<file path="src/sv/grw_pkg.sv">
`timescale 1ns / 1ps
`default_nettype none
// ============================================================================
// Grid ray wall intersect package
// Shared widths, register codes, reset values, datapath operation codes and
// the command and status bundles between the controller and the datapath.
// ============================================================================
package grw_pkg;

   localparam int MAP_SIDE_DEF = 24;

   localparam int POS_W      = 19;
   localparam int TRIG_W     = 16;
   localparam int DIST_W     = 24;
   localparam int HDIST_W    = 23;
   localparam int IDX_OUT_W  = 16;
   localparam int TILE_W     = 8;
   localparam int RC_IN_W    = 5;
   localparam int SHIFT_W    = 4;
   localparam int MAXD_W     = 16;
   localparam int STEPS_W    = 6;

   // Internal arithmetic widths: positions and distances, divider operand,
   // and tile indices.
   localparam int W          = 48;
   localparam int NUM_W      = 40;
   localparam int IDX_W      = 40;

   localparam int SAT24      = 8388607;
   localparam int SAT16      = 32767;

   localparam int CSR_IDX_W  = 2;
   localparam int CSR_DATA_W = 16;

   localparam logic [CSR_IDX_W-1:0] CSR_BLOCK_SHIFT  = 2'd0;
   localparam logic [CSR_IDX_W-1:0] CSR_MAX_DISTANCE = 2'd1;
   localparam logic [CSR_IDX_W-1:0] CSR_MAX_STEPS    = 2'd2;

   localparam logic [SHIFT_W-1:0] BLOCK_SHIFT_RST  = 4'd6;
   localparam logic [MAXD_W-1:0]  MAX_DISTANCE_RST = 16'd1536;
   localparam logic [STEPS_W-1:0] MAX_STEPS_RST    = 6'd25;

   localparam logic [3:0] OP_NONE     = 4'd0;
   localparam logic [3:0] OP_CLEAR    = 4'd1;
   localparam logic [3:0] OP_TILE_WR  = 4'd2;
   localparam logic [3:0] OP_LOAD     = 4'd3;
   localparam logic [3:0] OP_INIT     = 4'd4;
   localparam logic [3:0] OP_SAT      = 4'd5;
   localparam logic [3:0] OP_CAP_HYP  = 4'd6;
   localparam logic [3:0] OP_CAP_STEP = 4'd7;
   localparam logic [3:0] OP_MUL_LO   = 4'd8;
   localparam logic [3:0] OP_MUL_HI   = 4'd9;
   localparam logic [3:0] OP_INDEX    = 4'd10;
   localparam logic [3:0] OP_PROBE    = 4'd11;
   localparam logic [3:0] OP_ADVANCE  = 4'd12;
   localparam logic [3:0] OP_SAVE     = 4'd13;
   localparam logic [3:0] OP_EMIT     = 4'd14;

   typedef struct packed {
      logic [3:0] op;
      logic       walk_h;    // 0: vertical-line walk, 1: horizontal-line walk
      logic       mul_step;  // 0: multiply the first distance, 1: the step
   } grw_cmd_type;

   typedef struct packed {
      logic clear_last;
      logic den_zero;
      logic div_done;
      logic walk_stop;
   } grw_status_type;

endpackage
`default_nettype wire

</file>
<file path="src/sv/grw_ctrl.sv">
`timescale 1ns / 1ps
`default_nettype none
// ============================================================================
// Grid ray wall intersect controller
// Sequences the map clear, tile writes and the two grid walks of a cast,
// issuing at most one datapath operation per cycle, none while it waits.
// ============================================================================
module grw_ctrl (
   input  logic                    clock,
   input  logic                    reset,
   input  logic                    start,
   input  logic                    req_cmd,
   output logic                    busy,
   output grw_pkg::grw_cmd_type    cmd,
   input  grw_pkg::grw_status_type status
);
   import grw_pkg::*;

   localparam logic [3:0] S_CLEAR    = 4'd0;
   localparam logic [3:0] S_IDLE     = 4'd1;
   localparam logic [3:0] S_INIT     = 4'd2;
   localparam logic [3:0] S_DIV_HYP  = 4'd3;
   localparam logic [3:0] S_DIV_STEP = 4'd4;
   localparam logic [3:0] S_MUL_C_LO = 4'd5;
   localparam logic [3:0] S_MUL_C_HI = 4'd6;
   localparam logic [3:0] S_MUL_D_LO = 4'd7;
   localparam logic [3:0] S_MUL_D_HI = 4'd8;
   localparam logic [3:0] S_INDEX    = 4'd9;
   localparam logic [3:0] S_PROBE    = 4'd10;
   localparam logic [3:0] S_CHECK    = 4'd11;
   localparam logic [3:0] S_EMIT     = 4'd12;

   logic [3:0] state_ff, state_in;
   logic       walk_ff, walk_in;

   always_comb begin
      state_in     = state_ff;
      walk_in      = walk_ff;
      cmd.op       = OP_NONE;
      cmd.walk_h   = walk_ff;
      cmd.mul_step = 1'b0;
      unique case (state_ff)
         S_CLEAR: begin
            cmd.op = OP_CLEAR;
            if (status.clear_last) state_in = S_IDLE;
         end
         S_IDLE: begin
            if (start) begin
               if (req_cmd) begin
                  cmd.op   = OP_LOAD;
                  walk_in  = 1'b0;
                  state_in = S_INIT;
               end else begin
                  cmd.op = OP_TILE_WR;
               end
            end
         end
         S_INIT: begin
            if (status.den_zero) begin
               cmd.op = OP_SAT;
               if (walk_ff) state_in = S_EMIT;
               else walk_in = 1'b1;
            end else begin
               cmd.op   = OP_INIT;
               state_in = S_DIV_HYP;
            end
         end
         S_DIV_HYP: begin
            if (status.div_done) begin
               cmd.op   = OP_CAP_HYP;
               state_in = S_DIV_STEP;
            end
         end
         S_DIV_STEP: begin
            if (status.div_done) begin
               cmd.op   = OP_CAP_STEP;
               state_in = S_MUL_C_LO;
            end
         end
         S_MUL_C_LO: begin
            cmd.op   = OP_MUL_LO;
            state_in = S_MUL_C_HI;
         end
         S_MUL_C_HI: begin
            cmd.op   = OP_MUL_HI;
            state_in = S_MUL_D_LO;
         end
         S_MUL_D_LO: begin
            cmd.op       = OP_MUL_LO;
            cmd.mul_step = 1'b1;
            state_in     = S_MUL_D_HI;
         end
         S_MUL_D_HI: begin
            cmd.op       = OP_MUL_HI;
            cmd.mul_step = 1'b1;
            state_in     = S_INDEX;
         end
         S_INDEX: begin
            cmd.op   = OP_INDEX;
            state_in = S_PROBE;
         end
         S_PROBE: begin
            cmd.op   = OP_PROBE;
            state_in = S_CHECK;
         end
         S_CHECK: begin
            if (status.walk_stop) begin
               cmd.op = OP_SAVE;
               if (walk_ff) begin
                  state_in = S_EMIT;
               end else begin
                  walk_in  = 1'b1;
                  state_in = S_INIT;
               end
            end else begin
               cmd.op   = OP_ADVANCE;
               state_in = S_INDEX;
            end
         end
         S_EMIT: begin
            cmd.op   = OP_EMIT;
            state_in = S_IDLE;
         end
         default: begin
            state_in = S_IDLE;
         end
      endcase
   end

   always_ff @(posedge clock) begin
      if (reset) begin
         state_ff <= S_CLEAR;
         walk_ff  <= 1'b0;
      end else begin
         state_ff <= state_in;
         walk_ff  <= walk_in;
      end
   end

   assign busy = state_ff != S_IDLE;

endmodule
`default_nettype wire

</file>
<file path="config.mk">
export PLATFORM = sky130hd
export DESIGN_NAME = grw_ctrl
export DESIGN_NICKNAME = d
export VERILOG_FILES = /design/src/sv/grw_pkg.sv /design/src/sv/grw_ctrl.sv
export SDC_FILE = /design/constraint.sdc
export NUM_CORES = 1
export LEC_CHECK = 0
export BUFFER_PORTS_ARGS = -buffer_cell sky130_fd_sc_hd__buf_4
export CORE_ASPECT_RATIO = 1.1
export CORE_MARGIN = 2
export CORE_UTILIZATION = 40
export DETAILED_ROUTE_END_ITERATION = 7
export MAX_ROUTING_LAYER = met4
export SYNTH_ARGS = -nofsm -noshare
export SYNTH_HDL_FRONTEND = slang
export SYNTH_SLANG_ARGS = --single-unit
</file>
<file path="constraint.sdc">
create_clock -name clock -period 1.8 [get_ports clock]
set_clock_uncertainty 0.15 [all_clocks]
set_input_delay 0.45 -clock clock [delete_from_list [all_inputs] [get_ports clock]]
set_output_delay 0.45 -clock clock [all_outputs]
set_load 0.05 [all_outputs]
</file>
* After elaboration in Yosys (flattened, before gate mapping)
Index checks and enable logic that the tools add are counted.
** Storage, ports and cells
- Memories kept :: 0
- ROM bits :: 0
- Word-level logic and storage cells :: 53
- Input bits :: 8
- Bits in writable memories :: 0
- Register bits :: 5
- Bits in latches :: 0
- Output and inout port bits :: 7
** Operators by class
- Multiplexer cells :: 23
- $mul :: 0
- Div/mod/pow operators :: 0
- Bitwise logic cells :: 0
- Shift-type cells :: 0
- Equality and inequality tests :: 21
- Order comparisons :: 0
- Reduce and logical (&&, ||, !) cells :: 7
- Add/subtract/negate cells :: 0
** Operators with widths (count)
- 4-bit one-hot mux with 12 select lines :: 1
- 4-bit one-hot mux with 11 select lines :: 1
- 4-bit 2-to-1 mux :: 9
- 4-bit equality test, second input constant :: 5
- 4-bit by 3-bit equality test with 1-bit output, second input constant :: 4
- 2-bit inequality test, second input constant :: 7
- 4-bit by 2-bit equality test with 1-bit output, second input constant :: 2
- 1-bit 2-to-1 mux :: 8
- 3-bit 2-to-1 mux :: 2
- 6-bit AND reduction :: 1
- 2-bit OR reduction :: 3
- 5-bit AND reduction :: 1
- 4-bit by 1-bit equality test with 1-bit output, second input constant :: 1
- 4-bit logical NOT :: 1
- 4-bit by 1-bit inequality test with 1-bit output, second input constant :: 1
- 3-bit inequality test, second input constant :: 1
- 1-bit one-hot mux with 3 select lines :: 1
- 3-bit nonzero test :: 1
- 2-bit 2-to-1 mux :: 1

* Logic depth before layout (Yosys ltp)
- Depth after elaboration :: 3
- Mapped depth :: 6

* Worst setup path after synthesis
No wires, ideal clock.
- Path kind :: register -> output
- From :: register state_ff[1]
- To :: output port cmd[2] in the netlist's numbering
- Setup slack :: -0.659 ns
- Path buffers :: 2
- Arrival :: 1.859 ns
- Stages on the path, launching flop included :: 5
- Path through :: dfxtp_1 buf_4 buf_4 o21a_1 o21ai_0
** RTL lines
- start: declaration :: line grw_ctrl.sv:33 : logic [3:0] state_ff, state_in;
- start signal: assignment :: line grw_ctrl.sv:135 : state_ff <= state_in;
- end: declaration :: line grw_ctrl.sv:14 : output grw_pkg::grw_cmd_type cmd,

==> results_dict.tcl <==
set metrics [dict create \
    status "finished with violations" \
    violations "setup timing" \
    ys_ff_latch 5 \
    slowest_delay_ps 370 \
    hold_path.class "in -> reg" \
    dpl_cell_area_um2 928.4 \
    hold_ws_ps 229.2 \
    synth_top_family_by_area "compound AO/OA/AOI/OAI gates" \
    cts_buffers 3 \
    detail_route.first_pass.iterations 4 \
    nets 139 \
    crit_path_end_kind "output pin" \
    clkLatencyLatePin_ps 250 \
    dpl.hpwl_mm 1.367 \
    synth_cells 89 \
    worstHoldStart "reset" \
    placedCellCount 133 \
    antenna_cells 0 \
    ioPinCount 15 \
    yosys_warnings 0 \
    r2r-start "state_ff[0]" \
    cts_root_buf "clkbuf_4" \
    avgSynthCellArea_um2 7.071 \
    p_total_mw 1.313 \
    finalSetupTns_ps -554.1 \
    seq_area_frac_synth_pct 15.90 \
    wl_mm 2.419 \
    start_util_pct 41.40 \
    synth-xor-area-share_pct 1.392 \
    rsz0062_at_grt "yes" \
    finalCritPeriodShare_pct 107.6 \
    core_area_um2 1520 \
    multiInputGateArea_um2 561.8 \
    final_common_cell "buf_4" \
    critical_path.cell_chain "buf_6 > inv_4 > nor2_1 > o21a_1 > o21ai_2 > buf_6" \
    area_delta_synth_final_pct 86.68 \
    ff2ff_path_depth 7 \
    cp_common_cell "buf_6" \
    fmax_mhz 516.2 \
    cts_tree "built" \
    setup_viol 5 \
    synth.area.mux_share_pct 3.181 \
    critPathMaxFanout 6 \
    grt_pass1_vias 856 \
    fillers 105 \
    drcViolationCount 0 \
    clockBufferDepth 2 \
    synthSimpleGateAreaFrac_pct 32.60 \
    wl_per_cell_um 16.46 \
    overflow 0 \
    track_usage_pct 27.57 \
    seq_area_um2 115.1 \
    die_w_um 41.82 \
    rows 15 \
    ant_nets 0 \
    gp_congestion 0.8872 \
    drive_gt1_share_pct 59.23 \
    synth-compound-area-share_pct 34.19 \
    post-route-util_pct 77.28 \
    fin_crit_ps 1937 \
    htree_levels 1 \
    slowest_stage "dfxtp_4" \
    die_y_um 45.60 \
    synth_nets 97 \
    hold_viol_final 0 \
    antenna_found_initial 0 \
    dieArea_um2 1907 \
    total_leakage_power_nw 0.4918 \
    dr_total_vias 856 \
    yosysUniqueCellTypes 40 \
    grt_max_degree 12 \
    drtIter0Drc 15 \
    cp.arrival_ps 1340 \
    syn_area_um2 629.4 \
    power_density_nw_per_um2 1117 \
    cts.sinks 5 \
    ir_worst_vdd_uv 797.4 \
    final_cells 147 \
    crit_start "state_ff[0]" \
    final_cell_mix "34 x buf_4, 9 x nor2_1, 9 x buf_6" \
    grt_pass1_wl_mm 3.829 \
    clkTransAtPathRegs_ps 60 \
    dp_slack_ps -197.6 \
    worstMarginPinSlew_ps 218.3 \
    setup_ws_ps -137.3 \
    via_per_inst 5.823 \
    synthAdderAreaFrac_pct 0 \
    design_area_um2 1175 \
    cp_data_required_time_ps 1200 \
    crit_type "reg -> out" \
    port_buffers 14 \
    max_slew_margin_pct 85.43 \
    crit_path_start_kind "flip-flop" \
    hold_depth 2 \
    drv_slew 0 \
    cap_violations 0 \
]
## timing repair
item / CTS / global route
cloned: 2 / 0
endpoints found under the setup margin: 8 / 6
hold buffers: 0 / 0
pin swaps: 1 / 1
gates resized for setup: 25 / 7
buffers inserted: 6 / 2
## synthesized netlist by cell type (all sizes together)
library cell  number  share of area, %
a31o               1               1.4
or2                1              0.99
nand4              2               2.0
nor3b              1               1.2
a32oi              1               1.4
nor3               1              0.79
and2               1              0.99
dfxtp              5                16
o22ai              2               2.0
nand2b             3               4.2
o22a               1               1.4
a21o               1               1.2
mux2i              2               3.2
o32a               2               3.2
o21ai              8               7.0
or4                1               1.2
a2bb2oi            1               2.4
a31oi              2               2.0
nor2b              1              0.99
nand3b             2               2.4
nand2              6               4.8
o21a               2               2.4
nor2              13               7.8
a21oi             10               8.5
or3b               1               1.4
inv                3               2.2
buf                8               9.9
xnor2              1               1.4
o221ai             1               1.4
clkbuf             1              0.60
nand3              4               4.0
## power breakdown
group	internal [mW]	leakage, nW	switching, mW
clock network	0.0846	0.0150	0.0578
registers	0.136	0.0436	0.0429
logic	0.488	0.433	0.504
total	0.708	0.492	0.605
## critical path, delay by kind of cell, from the launching register on
family | cells | cell delay, ps
compound gates | 2 | 300
buf+inv | 3 | 350
flops | 1 | 370
simple gates | 1 | 50
## cell families after synthesis
logic type	Yosys count
flip-flops	5
AO/OA/AOI/OAI	32
AND/OR/NAND/NOR	37
buffers and inverters	12
XOR/XNOR	1
multiplexers	2
## final timing paths
path                 end  slack (ps)
max reg2reg  state_ff[1]          80
min reg2reg      walk_ff         410
max               cmd[2]        -140
min          state_ff[0]         230
## cell type report
type                    instances  share of cell area (%)
clock buffers                   4                   2.236
flip-flops and latches          5                   9.798
well taps                      17                   1.810
repair buffers                 46                   37.17
multi-input cells              72                   47.82
inverters                       3                   1.171
## metal layers
metal | vias to the layer above | part of all wire (%) | track usage (%)
met2 | 33 | 53 | 48.44
met3 | 6 | 4.2 | 4.365
met1 | 407 | 41 | 31.74
met4 | 0 | 1.5 | 10.97
li1 | 410 | - | -
met5 | - | 0 | -
## state kept, by name, summed over array words and instances, names as in the netlist
name,count
walk_ff,1
state_ff,4
Note: power is estimated with default switching activity, not from simulation.
